[src/rtl/assert_macros.svh]
// Assertion macros shared by the RTL of the tokenizer.
// Define ASSERT_OFF to compile every check away.
`ifndef ASSERT_MACROS_SVH
`define ASSERT_MACROS_SVH
`ifndef ASSERT_OFF
// Property that must hold at every clock edge outside reset.
`define IAT_ASSERT(lbl, clk, rst, prop) \
  lbl: assert property (@(posedge clk) disable iff (rst) (prop)) \
    else $error("tokenizer assertion failed");
// Condition in one cycle implies consequence in the next.
`define IAT_ASSERT_NEXT(lbl, clk, rst, cond, cons) \
  lbl: assert property (@(posedge clk) disable iff (rst) (cond) |=> (cons)) \
    else $error("tokenizer assertion failed");
`else
`define IAT_ASSERT(lbl, clk, rst, prop)
`define IAT_ASSERT_NEXT(lbl, clk, rst, cond, cons)
`endif
`endif

[src/rtl/iat_pkg.sv]
// Shared types, constants and character tests of the tokenizer.
// No dependencies.
package iat_pkg;

  localparam int DEF_MAX_TOKEN_LEN = 32;
  localparam int DEF_MAX_DEPTH     = 16;
  localparam logic [3:0] DEF_INDENT_WIDTH = 4'd4;

  typedef enum logic [2:0] {
    K_CHAR = 3'd0, K_INDENT = 3'd1, K_DEDENT = 3'd2,
    K_SEPARATE = 3'd3, K_ERROR = 3'd4, K_END = 3'd5
  } kind_t;

  typedef enum logic [2:0] {
    CL_NUMBER = 3'd0, CL_WORD = 3'd1, CL_LABEL = 3'd2, CL_PAREN = 3'd3,
    CL_COMMA = 3'd4, CL_STRING = 3'd5, CL_OPERATOR = 3'd6
  } class_t;

  typedef enum logic [1:0] {
    E_INVALID = 2'd0, E_INDENT = 2'd1, E_LONG = 2'd2, E_UNTERM = 2'd3
  } err_t;

  localparam logic [7:0] CH_LF     = 8'h0A;
  localparam logic [7:0] CH_SPACE  = 8'h20;
  localparam logic [7:0] CH_DQUOTE = 8'h22;
  localparam logic [7:0] CH_HASH   = 8'h23;
  localparam logic [7:0] CH_SQUOTE = 8'h27;
  localparam logic [7:0] CH_COMMA  = 8'h2C;
  localparam logic [7:0] CH_DOT    = 8'h2E;
  localparam logic [7:0] CH_COLON  = 8'h3A;
  localparam logic [7:0] CH_QMARK  = 8'h3F;
  localparam logic [7:0] CH_BSLASH = 8'h5C;
  localparam logic [7:0] CH_USCORE = 8'h5F;

  function automatic logic is_digit(input logic [7:0] c);
    return c >= 8'h30 && c <= 8'h39;
  endfunction

  function automatic logic is_letter(input logic [7:0] c);
    return (c >= 8'h61 && c <= 8'h7A) || (c >= 8'h41 && c <= 8'h5A);
  endfunction

  function automatic logic is_bracket(input logic [7:0] c);
    return c == 8'h28 || c == 8'h29 || c == 8'h5B || c == 8'h5D ||
           c == 8'h7B || c == 8'h7D;
  endfunction

  function automatic logic quote_byte(input logic [7:0] c);
    return c == CH_SQUOTE || c == CH_DQUOTE;
  endfunction

  function automatic logic is_punct(input logic [7:0] c);
    return (c >= 8'd33 && c <= 8'd47) || (c >= 8'd58 && c <= 8'd64) ||
           (c >= 8'd91 && c <= 8'd96) || (c >= 8'd123 && c <= 8'd126);
  endfunction

endpackage

[src/rtl/iat_ifs.sv]
// Valid/ready channel interfaces for source bytes and tokenizer results.
// No dependencies.
interface iat_in_if;
  logic       valid;
  logic       ready;
  logic [7:0] text_byte;
  logic       end_of_text;
  modport source (output valid, text_byte, end_of_text, input ready);
  modport sink   (input valid, text_byte, end_of_text, output ready);
endinterface

interface iat_out_if;
  logic       valid;
  logic       ready;
  logic [2:0] kind;
  logic [7:0] token_char;
  logic [2:0] token_class;
  logic       token_end;
  logic [1:0] error_code;
  logic       last;
  modport source (output valid, kind, token_char, token_class, token_end, error_code,
                  last, input ready);
  modport sink   (input valid, kind, token_char, token_class, token_end, error_code,
                  last, output ready);
endinterface

[src/rtl/iat_ram.sv]
// Generic single-write, single-read RAM with registered read data.
// No dependencies.
module iat_ram #(
  parameter int WIDTH = 8,
  parameter int DEPTH = 64,
  localparam int AW = $clog2(DEPTH)
) (
  input  logic             clk,
  input  logic             we,
  input  logic [AW-1:0]    waddr,
  input  logic [WIDTH-1:0] wdata,
  input  logic [AW-1:0]    raddr,
  output logic [WIDTH-1:0] rdata
);

  logic [WIDTH-1:0] mem [DEPTH];

  always_ff @(posedge clk) begin
    if (we) begin
      mem[waddr] <= wdata;
    end
    rdata <= mem[raddr];
  end

endmodule

[src/rtl/indent_aware_tokenizer.sv]
// Indentation-aware tokenizer. A byte is taken only while the result sequencer is idle:
// each accepted item loads a plan, and the sequencer then issues the results it causes
// one after another while the output slot is free (indent or dedents, separate, token
// characters read back from the token RAM, bracket or comma, error, end) into the output register.
// Synchronous reset clears all scan state; indent_width returns to 4. After an
// error the block takes items and returns nothing until reset.
`include "assert_macros.svh"
module indent_aware_tokenizer import iat_pkg::*; #(
  parameter int MAX_TOKEN_LEN = DEF_MAX_TOKEN_LEN,
  parameter int MAX_DEPTH     = DEF_MAX_DEPTH
) (
  input  logic       clk,
  input  logic       rst,
  input  logic       cfg_we,
  input  logic [3:0] cfg_wdata,
  iat_in_if.sink     text_in,
  iat_out_if.source  tok_out
);

  localparam int LW = $clog2(MAX_TOKEN_LEN + 1);
  localparam int IW = $clog2(MAX_TOKEN_LEN);
  localparam int AW = IW + 1;
  localparam int DW = $clog2(MAX_DEPTH + 2);
  localparam logic [LW-1:0] LEN_MAX = LW'(MAX_TOKEN_LEN);
  localparam logic [7:0]    DEPTH_MAX8 = 8'(MAX_DEPTH);

  typedef enum logic [6:0] {
    M_START = 7'b0000001, M_NEWLINE = 7'b0000010, M_COMMENT = 7'b0000100,
    M_NUMBER = 7'b0001000, M_WORD = 7'b0010000, M_STRING = 7'b0100000,
    M_OPERATOR = 7'b1000000
  } mode_t;

  typedef enum logic [5:0] {
    S_IDLE = 6'b000001, S_DED = 6'b000010, S_FA = 6'b000100,
    S_FB = 6'b001000, S_ERR = 6'b010000, S_END = 6'b100000
  } seq_t;

  function automatic seq_t pick(input logic d, input logic a, input logic b,
                                input logic e, input logic n);
    if (d) return S_DED;
    if (a) return S_FA;
    if (b) return S_FB;
    if (e) return S_ERR;
    if (n) return S_END;
    return S_IDLE;
  endfunction

  // scan state
  mode_t         mode, mode_next;
  logic [DW-1:0] depth, depth_next;          // indent level plus one
  logic [6:0]    lead_lv, lead_lv_next;
  logic [2:0]    lead_rem, lead_rem_next;
  logic          pend, pend_next;
  logic [LW-1:0] tok_len, tok_len_next;
  class_t        cls, cls_next;
  logic [7:0]    quote, quote_next;
  logic          esc, esc_next;
  logic          colon, colon_next;
  logic          halted, halted_next;
  logic          bank, bank_next;
  logic [3:0]    indent_width;

  // plan of one item
  logic [DW-1:0] p_ded;
  logic          p_ind, p_fa, p_fa_sep, p_fa_tail, p_fb, p_fb_sep, p_err, p_end;
  class_t        p_fa_cls, p_fb_cls;
  err_t          p_err_code;
  logic          do_start, do_flush, do_append, do_tail, do_end;
  class_t        fl_cls;
  logic [7:0]    ind1, dep8;
  logic [3:0]    w, rem1;

  // token RAM write side
  logic          wr_en;
  logic [AW-1:0] wr_addr;
  logic [7:0]    c;
  logic          eot, accept;

  // sequencer
  seq_t          st;
  logic [DW-1:0] ded_cnt;
  logic          ind_f, fa_f, fa_sep, fa_tail, fb_f, fb_sep, err_f, end_f;
  class_t        fa_cls, fb_cls;
  err_t          err_code;
  logic [7:0]    tail_ch, fb_ch;
  logic          fa_bank, fa_bank_next;
  logic [LW-1:0] idx, idx_next;
  logic [LW-1:0] fa_len_q;
  logic [7:0]    rd_data;

  // output register
  logic          out_v, slot_free, emit, go, stage_done;
  kind_t         o_kind;
  logic [7:0]    o_char;
  class_t        o_cls;
  logic          o_end, o_last;
  err_t          o_err;
  kind_t         r_kind;
  logic [7:0]    r_char;
  class_t        r_cls;
  logic          r_end, r_last;
  err_t          r_err;

  assign c      = text_in.text_byte;
  assign eot    = text_in.end_of_text;
  assign text_in.ready = (st == S_IDLE);
  assign accept = text_in.valid && text_in.ready;

  // decode one item into next scan state and a result plan
  always_comb begin
    mode_next = mode; depth_next = depth; lead_lv_next = lead_lv; lead_rem_next = lead_rem;
    pend_next = pend; tok_len_next = tok_len; cls_next = cls; quote_next = quote;
    esc_next = esc; colon_next = colon; halted_next = halted; bank_next = bank;
    wr_en = 1'b0; wr_addr = {bank, tok_len[IW-1:0]};
    p_ded = '0; p_ind = 1'b0; p_fa = 1'b0; p_fa_sep = 1'b0; p_fa_tail = 1'b0;
    p_fa_cls = cls; p_fb = 1'b0; p_fb_sep = 1'b0; p_fb_cls = CL_PAREN;
    p_err = 1'b0; p_err_code = E_INVALID; p_end = 1'b0;
    do_start = 1'b0; do_flush = 1'b0; do_append = 1'b0; do_tail = 1'b0; do_end = 1'b0;
    fl_cls = cls;
    ind1 = {1'b0, lead_lv} + 8'd1;
    dep8 = 8'(depth);
    w = (indent_width == 4'd0) ? 4'd1 : ((indent_width > 4'd8) ? 4'd8 : indent_width);
    rem1 = {1'b0, lead_rem} + 4'd1;

    if (!halted) begin
      // indent decision at a line's first byte other than space, LF or hash, or at end of text
      if (mode == M_NEWLINE && (eot || !(c == CH_SPACE || c == CH_LF || c == CH_HASH)))
      begin
        if (lead_rem == 3'd0 && ind1 == dep8) begin
          pend_next = 1'b1;
        end else if (lead_rem == 3'd1 && ind1 == dep8) begin
          pend_next = pend;
        end else if (lead_rem == 3'd0 && ind1 == dep8 + 8'd1) begin
          if (dep8 > DEPTH_MAX8) begin
            p_err = 1'b1; p_err_code = E_INDENT; halted_next = 1'b1;
          end else begin
            p_ind = 1'b1; depth_next = depth + DW'(1);
          end
        end else if (lead_rem == 3'd0 && ind1 < dep8) begin
          p_ded = DW'(dep8 - ind1);
          depth_next = DW'(ind1);
          pend_next = 1'b1;
        end else begin
          p_err = 1'b1; p_err_code = E_INDENT; halted_next = 1'b1;
        end
      end

      if (!halted_next) begin
        if (eot) begin
          if (mode == M_NUMBER || mode == M_WORD || mode == M_OPERATOR) begin
            do_flush = 1'b1;
          end else if (mode == M_STRING) begin
            p_err = 1'b1; p_err_code = E_UNTERM; halted_next = 1'b1;
          end
          do_end = !halted_next;
        end else begin
          case (mode)
            M_NEWLINE: begin
              if (c == CH_SPACE) begin
                if (rem1 >= w) begin
                  lead_rem_next = 3'd0;
                  lead_lv_next = (lead_lv == 7'd127) ? lead_lv : lead_lv + 7'd1;
                end else begin
                  lead_rem_next = rem1[2:0];
                end
              end else if (c == CH_LF) begin
                lead_lv_next = 7'd0; lead_rem_next = 3'd0;
              end else if (c == CH_HASH) begin
                mode_next = M_COMMENT;
              end else begin
                mode_next = M_START; do_start = 1'b1;
              end
            end
            M_COMMENT: begin
              if (c == CH_LF) begin
                mode_next = M_NEWLINE; lead_lv_next = 7'd0; lead_rem_next = 3'd0;
              end
            end
            M_NUMBER: begin
              if (is_digit(c) || c == CH_USCORE || c == CH_DOT) begin
                do_append = 1'b1;
              end else begin
                do_flush = 1'b1; do_start = 1'b1;
              end
            end
            M_WORD: begin
              if (is_letter(c) || is_digit(c) || c == CH_USCORE || c == CH_DOT) begin
                do_append = 1'b1;
              end else if (!colon && (c == CH_COLON || c == CH_QMARK)) begin
                do_append = 1'b1; do_tail = 1'b1;
                fl_cls = (c == CH_COLON) ? CL_LABEL : CL_WORD;
              end else begin
                do_flush = 1'b1; do_start = 1'b1;
              end
            end
            M_STRING: begin
              do_append = 1'b1;
              if (esc) begin
                esc_next = 1'b0;
              end else if (c == CH_BSLASH) begin
                esc_next = 1'b1;
              end else if (c == quote) begin
                do_tail = 1'b1;
              end
            end
            M_OPERATOR: begin
              if (is_punct(c) && !is_bracket(c) && c != CH_COMMA && !quote_byte(c)) begin
                do_append = 1'b1;
              end else begin
                do_flush = 1'b1; do_start = 1'b1;
              end
            end
            default: begin
              do_start = 1'b1;
            end
          endcase
        end
      end

      // append to the token, or close it with this byte as its tail; error if the token is full
      if (do_append) begin
        if (tok_len >= LEN_MAX) begin
          p_err = 1'b1; p_err_code = E_LONG; halted_next = 1'b1;
        end else if (do_tail) begin
          p_fa_tail = 1'b1; do_flush = 1'b1; cls_next = fl_cls;
        end else begin
          wr_en = 1'b1; tok_len_next = tok_len + LW'(1);
        end
      end

      // drain the buffered token from the current bank
      if (do_flush) begin
        p_fa = 1'b1; p_fa_cls = fl_cls;
        p_fa_sep = pend_next && fl_cls != CL_LABEL;
        pend_next = 1'b0; tok_len_next = '0; mode_next = M_START; bank_next = ~bank;
      end

      if (do_end) begin
        p_end = 1'b1; mode_next = M_START; depth_next = '0; lead_lv_next = 7'd0;
        lead_rem_next = 3'd0; pend_next = 1'b0; tok_len_next = '0; cls_next = CL_NUMBER;
        quote_next = 8'd0; esc_next = 1'b0; colon_next = 1'b0;
      end

      // first byte of a new token
      if (do_start) begin
        wr_addr = {bank_next, IW'(0)};
        if (c == CH_LF) begin
          mode_next = M_NEWLINE; lead_lv_next = 7'd0; lead_rem_next = 3'd0;
        end else if (c == CH_SPACE) begin
          mode_next = M_START;
        end else if (c == CH_HASH) begin
          mode_next = M_COMMENT;
        end else if (is_digit(c) || c == CH_DOT) begin
          wr_en = 1'b1; tok_len_next = LW'(1); cls_next = CL_NUMBER; mode_next = M_NUMBER;
        end else if (is_letter(c) || c == CH_USCORE || c == CH_COLON) begin
          wr_en = 1'b1; tok_len_next = LW'(1); cls_next = CL_WORD; mode_next = M_WORD;
          colon_next = (c == CH_COLON);
        end else if (is_bracket(c) || c == CH_COMMA) begin
          p_fb = 1'b1; p_fb_sep = pend_next; pend_next = 1'b0;
          p_fb_cls = (c == CH_COMMA) ? CL_COMMA : CL_PAREN;
          cls_next = p_fb_cls; tok_len_next = '0; mode_next = M_START;
        end else if (quote_byte(c)) begin
          wr_en = 1'b1; tok_len_next = LW'(1); cls_next = CL_STRING; mode_next = M_STRING;
          quote_next = c; esc_next = 1'b0;
        end else if (is_punct(c)) begin
          wr_en = 1'b1; tok_len_next = LW'(1); cls_next = CL_OPERATOR;
          mode_next = M_OPERATOR;
        end else begin
          p_err = 1'b1; p_err_code = E_INVALID; halted_next = 1'b1;
        end
      end
    end
  end

  // result sequencer: one result per cycle into the output register while it is free to take one
  always_comb begin
    emit = 1'b0; stage_done = 1'b0; o_kind = K_CHAR; o_char = 8'd0; o_cls = CL_NUMBER;
    o_end = 1'b0; o_err = E_INVALID; o_last = 1'b0;
    case (st)
      S_DED: begin
        emit = 1'b1;
        o_kind = ind_f ? K_INDENT : K_DEDENT;
        stage_done = ind_f || ded_cnt == DW'(1);
        o_last = stage_done && !(fa_f || fb_f || err_f || end_f);
      end
      S_FA: begin
        emit = 1'b1;
        if (fa_sep) begin
          o_kind = K_SEPARATE;
        end else if (idx < fa_len_q) begin
          o_char = rd_data; o_cls = fa_cls;
          o_end = (idx + LW'(1) == fa_len_q) && !fa_tail;
          stage_done = o_end;
        end else begin
          o_char = tail_ch; o_cls = fa_cls; o_end = 1'b1; stage_done = 1'b1;
        end
        o_last = stage_done && !(fb_f || err_f || end_f);
      end
      S_FB: begin
        emit = 1'b1;
        if (fb_sep) begin
          o_kind = K_SEPARATE;
        end else begin
          o_char = fb_ch; o_cls = fb_cls; o_end = 1'b1; stage_done = 1'b1;
        end
        o_last = stage_done && !(err_f || end_f);
      end
      S_ERR: begin
        emit = 1'b1; o_kind = K_ERROR; o_err = err_code; o_last = 1'b1; stage_done = 1'b1;
      end
      S_END: begin
        emit = 1'b1; o_kind = K_END; o_last = 1'b1; stage_done = 1'b1;
      end
      default: begin
        emit = 1'b0;
      end
    endcase
  end

  assign slot_free = !out_v || tok_out.ready;
  assign go        = emit && slot_free;

  // read address follows the next index so data lines up with idx
  always_comb begin
    idx_next = idx;
    fa_bank_next = fa_bank;
    if (accept) begin
      idx_next = '0;
      fa_bank_next = bank;
    end else if (st == S_FA && go && !fa_sep && idx < fa_len_q) begin
      idx_next = idx + LW'(1);
    end
  end

  iat_ram #(.WIDTH(8), .DEPTH(2 ** AW)) u_tok_ram (
    .clk   (clk),
    .we    (accept && wr_en),
    .waddr (wr_addr),
    .wdata (c),
    .raddr ({fa_bank_next, idx_next[IW-1:0]}),
    .rdata (rd_data)
  );

  // control state
  always_ff @(posedge clk) begin
    if (rst) begin
      mode <= M_START; depth <= '0; lead_lv <= 7'd0; lead_rem <= 3'd0; pend <= 1'b0;
      tok_len <= '0; cls <= CL_NUMBER; quote <= 8'd0; esc <= 1'b0; colon <= 1'b0;
      halted <= 1'b0; bank <= 1'b0; indent_width <= DEF_INDENT_WIDTH;
      st <= S_IDLE; out_v <= 1'b0; idx <= '0; fa_bank <= 1'b0;
      ded_cnt <= '0; ind_f <= 1'b0; fa_f <= 1'b0; fa_sep <= 1'b0; fa_tail <= 1'b0;
      fb_f <= 1'b0; fb_sep <= 1'b0; err_f <= 1'b0; end_f <= 1'b0;
    end else begin
      if (cfg_we) begin
        indent_width <= cfg_wdata;
      end
      idx <= idx_next;
      fa_bank <= fa_bank_next;
      if (accept) begin
        mode <= mode_next; depth <= depth_next; lead_lv <= lead_lv_next;
        lead_rem <= lead_rem_next; pend <= pend_next; tok_len <= tok_len_next;
        cls <= cls_next; quote <= quote_next; esc <= esc_next; colon <= colon_next;
        halted <= halted_next; bank <= bank_next;
        ded_cnt <= p_ded; ind_f <= p_ind; fa_f <= p_fa; fa_sep <= p_fa_sep;
        fa_tail <= p_fa_tail; fb_f <= p_fb; fb_sep <= p_fb_sep; err_f <= p_err;
        end_f <= p_end;
        st <= pick(p_ind || p_ded != '0, p_fa, p_fb, p_err, p_end);
      end else if (go) begin
        case (st)
          S_DED: begin
            if (stage_done) st <= pick(1'b0, fa_f, fb_f, err_f, end_f);
            else ded_cnt <= ded_cnt - DW'(1);
          end
          S_FA: begin
            if (fa_sep) fa_sep <= 1'b0;
            else if (stage_done) st <= pick(1'b0, 1'b0, fb_f, err_f, end_f);
          end
          S_FB: begin
            if (fb_sep) fb_sep <= 1'b0;
            else st <= pick(1'b0, 1'b0, 1'b0, err_f, end_f);
          end
          default: begin
            st <= S_IDLE;
          end
        endcase
      end
      if (go) out_v <= 1'b1;
      else if (tok_out.ready) out_v <= 1'b0;
    end
  end

  // payload registers
  always_ff @(posedge clk) begin
    if (accept) begin
      fa_len_q <= tok_len; fa_cls <= p_fa_cls; tail_ch <= c; fb_ch <= c;
      fb_cls <= p_fb_cls; err_code <= p_err_code;
    end
    if (go) begin
      r_kind <= o_kind; r_char <= o_char; r_cls <= o_cls; r_end <= o_end;
      r_err <= o_err; r_last <= o_last;
    end
  end

  assign tok_out.valid       = out_v;
  assign tok_out.kind        = r_kind;
  assign tok_out.token_char  = r_char;
  assign tok_out.token_class = r_cls;
  assign tok_out.token_end   = r_end;
  assign tok_out.error_code  = r_err;
  assign tok_out.last        = r_last;

  // checks
  `IAT_ASSERT_NEXT(a_halt_quiet, clk, rst, halted && st == S_IDLE, st == S_IDLE)
  `IAT_ASSERT(a_len_bound, clk, rst, tok_len <= LEN_MAX)
  `IAT_ASSERT(a_depth_bound, clk, rst, 8'(depth) <= DEPTH_MAX8 + 8'd1)
  `IAT_ASSERT(a_err_last, clk, rst, !(tok_out.valid && tok_out.kind == K_ERROR) || tok_out.last)

endmodule

[src/flat_wrapper.sv]
// flat-port wrapper written by rule: the top's interface ports become plain ports
module indent_aware_tokenizer_flat import iat_pkg::*;
#(
  parameter int MAX_TOKEN_LEN = DEF_MAX_TOKEN_LEN,
  parameter int MAX_DEPTH     = DEF_MAX_DEPTH
)
  (clk, rst, cfg_we, cfg_wdata, text_in_valid, text_in_text_byte, text_in_end_of_text, text_in_ready, tok_out_valid, tok_out_kind, tok_out_token_char, tok_out_token_class, tok_out_token_end, tok_out_error_code, tok_out_last, tok_out_ready);
  iat_in_if text_in_i ();
  iat_out_if tok_out_i ();
  input  logic clk;
  input  logic rst;
  input  logic cfg_we;
  input  logic [3:0] cfg_wdata;
  input wire logic [$bits(text_in_i.valid)-1:0] text_in_valid;
  input wire logic [$bits(text_in_i.text_byte)-1:0] text_in_text_byte;
  input wire logic [$bits(text_in_i.end_of_text)-1:0] text_in_end_of_text;
  output wire logic [$bits(text_in_i.ready)-1:0] text_in_ready;
  output wire logic [$bits(tok_out_i.valid)-1:0] tok_out_valid;
  output wire logic [$bits(tok_out_i.kind)-1:0] tok_out_kind;
  output wire logic [$bits(tok_out_i.token_char)-1:0] tok_out_token_char;
  output wire logic [$bits(tok_out_i.token_class)-1:0] tok_out_token_class;
  output wire logic [$bits(tok_out_i.token_end)-1:0] tok_out_token_end;
  output wire logic [$bits(tok_out_i.error_code)-1:0] tok_out_error_code;
  output wire logic [$bits(tok_out_i.last)-1:0] tok_out_last;
  input wire logic [$bits(tok_out_i.ready)-1:0] tok_out_ready;
  assign text_in_i.valid = text_in_valid;
  assign text_in_i.text_byte = text_in_text_byte;
  assign text_in_i.end_of_text = text_in_end_of_text;
  assign text_in_ready = text_in_i.ready;
  assign tok_out_valid = tok_out_i.valid;
  assign tok_out_kind = tok_out_i.kind;
  assign tok_out_token_char = tok_out_i.token_char;
  assign tok_out_token_class = tok_out_i.token_class;
  assign tok_out_token_end = tok_out_i.token_end;
  assign tok_out_error_code = tok_out_i.error_code;
  assign tok_out_last = tok_out_i.last;
  assign tok_out_i.ready = tok_out_ready;
  indent_aware_tokenizer #(.MAX_TOKEN_LEN(MAX_TOKEN_LEN), .MAX_DEPTH(MAX_DEPTH)) u_core (.clk(clk), .rst(rst), .cfg_we(cfg_we), .cfg_wdata(cfg_wdata), .text_in(text_in_i), .tok_out(tok_out_i));
endmodule
[config.mk]
export PLATFORM = sky130hd
export DESIGN_NAME = indent_aware_tokenizer_flat
export DESIGN_NICKNAME = d
export VERILOG_FILES = /design/src/rtl/iat_pkg.sv /design/src/rtl/iat_ifs.sv /design/src/rtl/iat_ram.sv /design/src/rtl/indent_aware_tokenizer.sv /design/src/flat_wrapper.sv
export VERILOG_INCLUDE_DIRS = /design/src /design/src/rtl
export SDC_FILE = /design/constraint.sdc
export NUM_CORES = 1
export LEC_CHECK = 0
export BUFFER_PORTS_ARGS = -buffer_cell sky130_fd_sc_hd__buf_2
export CORE_UTILIZATION = 45
export DETAILED_ROUTE_END_ITERATION = 8
export GPL_TIMING_DRIVEN = 0
export HOLD_SLACK_MARGIN = 0.15
export PLACE_DENSITY_LB_ADDON = 0.25
export SYNTH_ARGS = -nofsm -noshare
export SYNTH_HDL_FRONTEND = slang
export SYNTH_HIERARCHICAL = 1
export SYNTH_SLANG_ARGS = --single-unit
[constraint.sdc]
create_clock -name clk -period 5 [get_ports clk]
set_input_delay 1 -clock clk [delete_from_list [all_inputs] [get_ports clk]]
set_output_delay 1 -clock clk [all_outputs]
set_load 0.03 [all_outputs]
======== Word-level counts from Yosys, hierarchy flattened ========
Memory sizes are Yosys's and may differ from the RTL's. A register that Yosys moved wholly into a read port is not among the register bits.
Index checks and enable logic that the tools add are counted.
operators by class
  eq/ne operators ......................... 46
  reductions and logical operators ........ 93
  bitwise logic cells ..................... 4
  add/sub/neg operators ................... 9
  $lt $le $gt $ge ......................... 20
  mux-type cells .......................... 444
operator list
  kind                 count
  $mux 6               52
  $mux 1               264
  $mux 7               25
  $mux 3               33
  $mux 8               12
  $mux 5               19
  $eq 8x6->1 const B   10
  $eq 8x7->1 const B   6
  $mux 2               23
  $le 8x7->1 const B   5
  $logic_or 1x1->1     34
  $ge 8x7->1 const B   4
  $pmux 7 s2           2
  $logic_and 1x1->1    27
  $ge 8x6->1 const B   3
  $pmux 6 s3           1
  $le 8x6->1 const B   2
  $pmux 8 s2           1
  $pmux 3 s5           1
  $eq 7x7->1 const B   2
  $add 6x1->6 const B  2
  $pmux 1 s4           3
  $pmux 3 s2           2
  $reduce_bool 2->1    6
  other kinds (54)     77
word-level totals
  RAM bits ................................ 512
  output and inout bits ................... 20
  logic and storage cells ................. 655
  memories ................................ 1
  flip-flop bits (word level) ............. 115
  bits of input ports ..................... 18
memory list
  name                  depth  width  rd ports  clocked after memory_dff  write ports  line           source
  u_core.u_tok_ram.mem  64     8      1         1                         1            iat_ram.sv:16  logic [WIDTH-1:0] mem [DEPTH];

======== Logic depth before layout (Yosys ltp) ========
  word-level depth ........................ 45
  mapped depth ............................ 19
  depth with buffers taken out ............ 16

======== Hierarchy ========
Netlist, hierarchy kept.
by module, submodules not included
  module                  area each (um^2)  instances  cells an instance  sequential area each (um^2)
  iat_ram                 20,156.8          1          955                15,534.9
  indent_aware_tokenizer  7,676.1           1          887                2,672.6

======== Worst setup path after synthesis ========
Ideal clock, no wire load.
  path kind ............................... input -> register
  start ................................... input port text_in_text_byte[2]
  end ..................................... memory u_core.u_tok_ram.mem[33][0] (enable)
  setup slack ............................. 22 ps
  arrival ................................. 4,594 ps
  required time ........................... 4,617 ps
  library setup time ...................... 383 ps
  path buffers ............................ 2
  cell stages on the path ................. 14
  path through ............................ buf_6 > or4_4 > o22ai_2 > o21ai_2 > a2111oi_4 > a211oi_4 > a211oi_4 > and2b_1 > nand2_1 > xnor2_1 > clkbuf_1 > nor4bb_1 > nand2_1 > nor3_1
on the way
  elaborated cells between the ends (all ways) .. 126
  classes of those cells .................. 14 x order compare; 19 x eq/ne; 54 x mux; 39 x reduce/logical
RTL lines
  what                                                                 line                           source
  from (decl)                                                          flat_wrapper.sv:15             input wire logic [$bits(text_in_i.text_byte)-1:0] text_in_text_byte;
  parallel branches: the longest is 19 deep, another holds $ge 8x6->1  -
  $mux 6 *                                                             indent_aware_tokenizer.sv:245  if (do_start) begin
  $mux 6 *                                                             indent_aware_tokenizer.sv:125  if (!halted) begin
  named net u_core.wr_addr[5]                                          indent_aware_tokenizer.sv:75   logic [AW-1:0] wr_addr;
  to (decl)                                                            iat_ram.sv:16
Mark *: on every way through the listed nets, which the timed path passes. The select of a mux whose other input is x is not followed.

======== Worst setup path in the final report ========
  start ................................... input port text_in_text_byte[6]
  end ..................................... memory u_core.u_tok_ram.mem[21][1] (enable)
on the way
  elaborated cells between the ends (all ways) .. 126
  classes of those cells .................. 14 x order compare; 19 x eq/ne; 54 x mux; 39 x reduce/logical
RTL lines
  what                                                                 line                           source
  parallel branches: the longest is 13 deep, another holds $ge 8x6->1  -
  $mux 1 *                                                             indent_aware_tokenizer.sv:148  if (!halted_next) begin
  $mux 1 *                                                             indent_aware_tokenizer.sv:125
  $mux 6 *                                                             indent_aware_tokenizer.sv:245
  $mux 6 *                                                             indent_aware_tokenizer.sv:125
  named net u_core.wr_addr[2]                                          indent_aware_tokenizer.sv:75
Marks and branches as above.

==> metrics.txt <==
vias in the first global route 17092; Initial DRC Count 1996; First-pass DRT Iterations 6; final setup fails 0; Routed WL 75450 µm; ratio of final minimum period to clock period 98.70%; Pins Over Slew Limit 0; Synth Flop Type edfxtp_1; Finished Cell Area 32520 µm²; post-route DRC violation count 0; initial antenna violation count 2; average vias per placed instance 6.281; min Tclk post-route 4.935 ns; Rows 90; CTS tree built; Reg2Reg Depth 19; share of cells above drive strength 1 23.98%; Final nets 2040; Synth Area per Inst 15.11 µm²; relative slew slack 32.97%; status complete, no violations; IO Port Bufs 35; met2 wire length 34030 µm; root buf cell clkbuf_16; HPWL after detailed placement 49590 µm; Post-Syn Nets 1891; Vias 17719; clock skew 0.02386 ns; Layout area overhead 16.84%; Internal Pwr Total 9100 µW; Reg2Reg Setup Slack 0.14 ns; Max Root-Sink Buffers 3; worst r2r src u_core/lead_lv[0]$_SDFFE_PP0P_; CTS Hold Bufs 0; Die W 250.7 µm; largest cells by area after synthesis edfxtp_1 (59%), mux4_2 (9.5%), dfxtp_1 (6.0%), nor2_1 (2.1%), ha_1 (1.3%); synthesized area 27830 µm²; Clk Latency, worst-skew pair 0.60 ns; core area 60700 µm²; Synthesis Warnings 6; GPL Wtd Cong 0.9551; IO Count 38; Routed WL per cell 26.74 µm; sequential share of the synthesized area 65.42%; Critical Path Source Type input pin; grt total ovfl 0; Max Cap Viol 0; Fin. Hold Viols 0; ANT cells 0; maximum clock frequency 202.6 MHz; power consumption 11990 µW; worst vdd ir 0.2938 mV; CP endpoint u_core/u_tok_ram/mem[21][1]$_DFFE_PP_; Die Y 250.7 µm; H-tree levels 3; highest metal used met4; WS Path Type in -> reg; CP Capture Type register; power density over the cells 368.7 nW/µm²; register share of total power 49.9%; GRT Util Overall 24.25%; min-delay src u_core/pend$_SDFFE_PP0P_; #FFs+latches synth 634; post-synth top area share 59.45%; Synth async-reset ratio 0%; top cells by count, synth edfxtp_1 (551), nor2_1 (155), mux4_2 (118); cell taking the most area after synthesis edfxtp_1; WL met3 7034 µm; worst slew pin tran 0.9963 ns; total CTS buffers 68; Worst Hold Class reg -> reg; Clock Sinks 634; pre-CTS setup slack -2.873 ns; Starting Density 45.86%; Met1 Wirelength 32270 µm; fin util 53.58%; sw power 2891 µW; Routed Antenna Nets 0; WP data arrival 5.24 ns; most frequent cell after synthesis edfxtp_1; Comb power frac 10.0%; Post-synth EDFFs 551; R2R Path End u_core/u_tok_ram/mem[32][5]$_DFFE_PP_; Final WS setup 0.06510 ns; worst-path fanout max 68; wire length of the first global-routing pass 112100 µm; placed cell areas 29030 µm²; Cells after Synth 1842; Crit. Startpoint text_in_text_byte[6]; post-synthesis cell type count 111; switching share of total power 24.11%; WP data required 5.30 ns; largest net degree at the start of global routing 72; Worst-path clk slew 0.06 ns; Leak 0.01026 µW; DIE AREA 62850 µm²; Clock power frac 40.2%
state kept, by name (all words and copies together) (netlist names), 4 cells and up:
name                       count
u_core/indent_width            4
u_core/idx                     6
u_core/lead_lv                 7
u_core/fa_len_q                6
u_core/u_tok_ram/mem         512
u_core/depth                   5
u_core/u_tok_ram/rdata         8
u_core/quote                   8
u_core/fb_ch                   8
u_core/tok_len                 6
u_core/ded_cnt                 5
u_core/mode                    7
u_core/st                      6
u_core/tok_out.token_char      8
power groups by stage:
stage	Combinational (µW)	Clock, µW	Sequential (µW)
finish	1190	4810	5980
global route	1300	5090	5990
CTS	1170	4900	5980
detailed placement	1140	0	6100
global placement	1080	0	6100
floorplan	658	0	6130
area by class of cell:
type                       count  area (µm²)
buffer                        95       598.1
tap                          782       978.4
clock buffer                  87        1837
multi-input combinational   1060        9525
inverter                      49       183.9
clock inverter                31       275.3
sequential                   634       18210
fill                        4828       28170
timing repair buffer          83       913.4
cells in the final DEF, fill, tap and decap left out, drive strengths merged, types with 13 or more instances in the layout:
master | netlist | final
o21ai | 59 | 59
mux2i | 28 | 28
and2 | 17 | 17
ha | 30 | 30
nand3 | 51 | 51
nor2b | 24 | 24
clkinv | 1 | 23
a31oi | 21 | 21
nand2 | 99 | 99
dfxtp | 83 | 83
o22ai | 20 | 20
a21oi | 56 | 56
nor3 | 37 | 37
a22o | 16 | 16
mux4 | 121 | 121
xnor2 | 29 | 29
o211ai | 13 | 13
edfxtp | 551 | 551
buf | 54 | 134
nor2 | 155 | 155
inv | 48 | 49
nand2b | 17 | 17
a211oi | 16 | 16
a22oi | 16 | 16
nand4 | 21 | 21
xor2 | 14 | 14
clkbuf | 45 | 131
critical path: stages:
cell	delay (ns)
buf_8	0.20
buf_6	0.22
or4b_4	0.52
nor4_4	0.37
nor3_2	0.10
a311o_1	0.40
a211oi_4	0.33
a211oi_4	0.09
and2b_2	0.31
nor2b_1	0.28
clkbuf_4	0.33
nor2b_2	0.29
nand3_4	0.32
nor2_4	0.24
buf_12	0.16
how the worst min path moves through the flow:
stage,slack (ns),depth (start not counted),to
after floorplan,0.43,2,u_core/pend$_SDFFE_PP0P_
after global placement,0.45,2,u_core/pend$_SDFFE_PP0P_
after detailed placement,0.45,2,u_core/pend$_SDFFE_PP0P_
after CTS,0.46,2,u_core/pend$_SDFFE_PP0P_
after global routing,0.50,2,u_core/fa_bank$_SDFF_PP0_
final,0.46,2,u_core/pend$_SDFFE_PP0P_
through the flow:
stage | hold WS, ns | setup TNS, ns | instances
4_1_cts | 0.4592 | 0 | 2803
6_report | 0.4650 | 0 | 2821
3_3_place_gp | 0.4478 | -1122.65 | 2659
3_5_place_dp | 0.4510 | -1189.71 | 2661
5_1_grt | 0.4973 | -0.1891 | 2821
2_1_floorplan | 0.4319 | 0 | 1842
per-layer routing:
| layer | vias to the layer above | global-route usage (%) |
|---|---|---|
| met5 | - | 0 |
| met4 | 0 | 7.870 |
| met3 | 126 | 4.676 |
| met2 | 905 | 36.24 |
| met1 | 9080 | 35.71 |
| li1 | 7608 | - |
logic make-up (layout without fill, tap and decap cells):
group                    count (synthesis)  in the layout  share of synthesized area (%)
buffers and inverters                  148            345                          2.733
AND/OR/NAND/NOR                        501            501                          9.216
multiplexers                           154            154                          11.04
AO/OA/AOI/OAI                          331            331                          8.820
flip-flops                             634            634                          65.42
adder cells (fa/ha/maj)                 31             31                          1.421
XOR/XNOR                                43             43                          1.353
timing repair:
item	4_1_cts	5_1_grt
setup endpoints to repair	519	475
setup buffers	27	19
pin swaps	18	23
gates resized for setup	193	38
No activity file was read; power rests on OpenSTA's default activity.
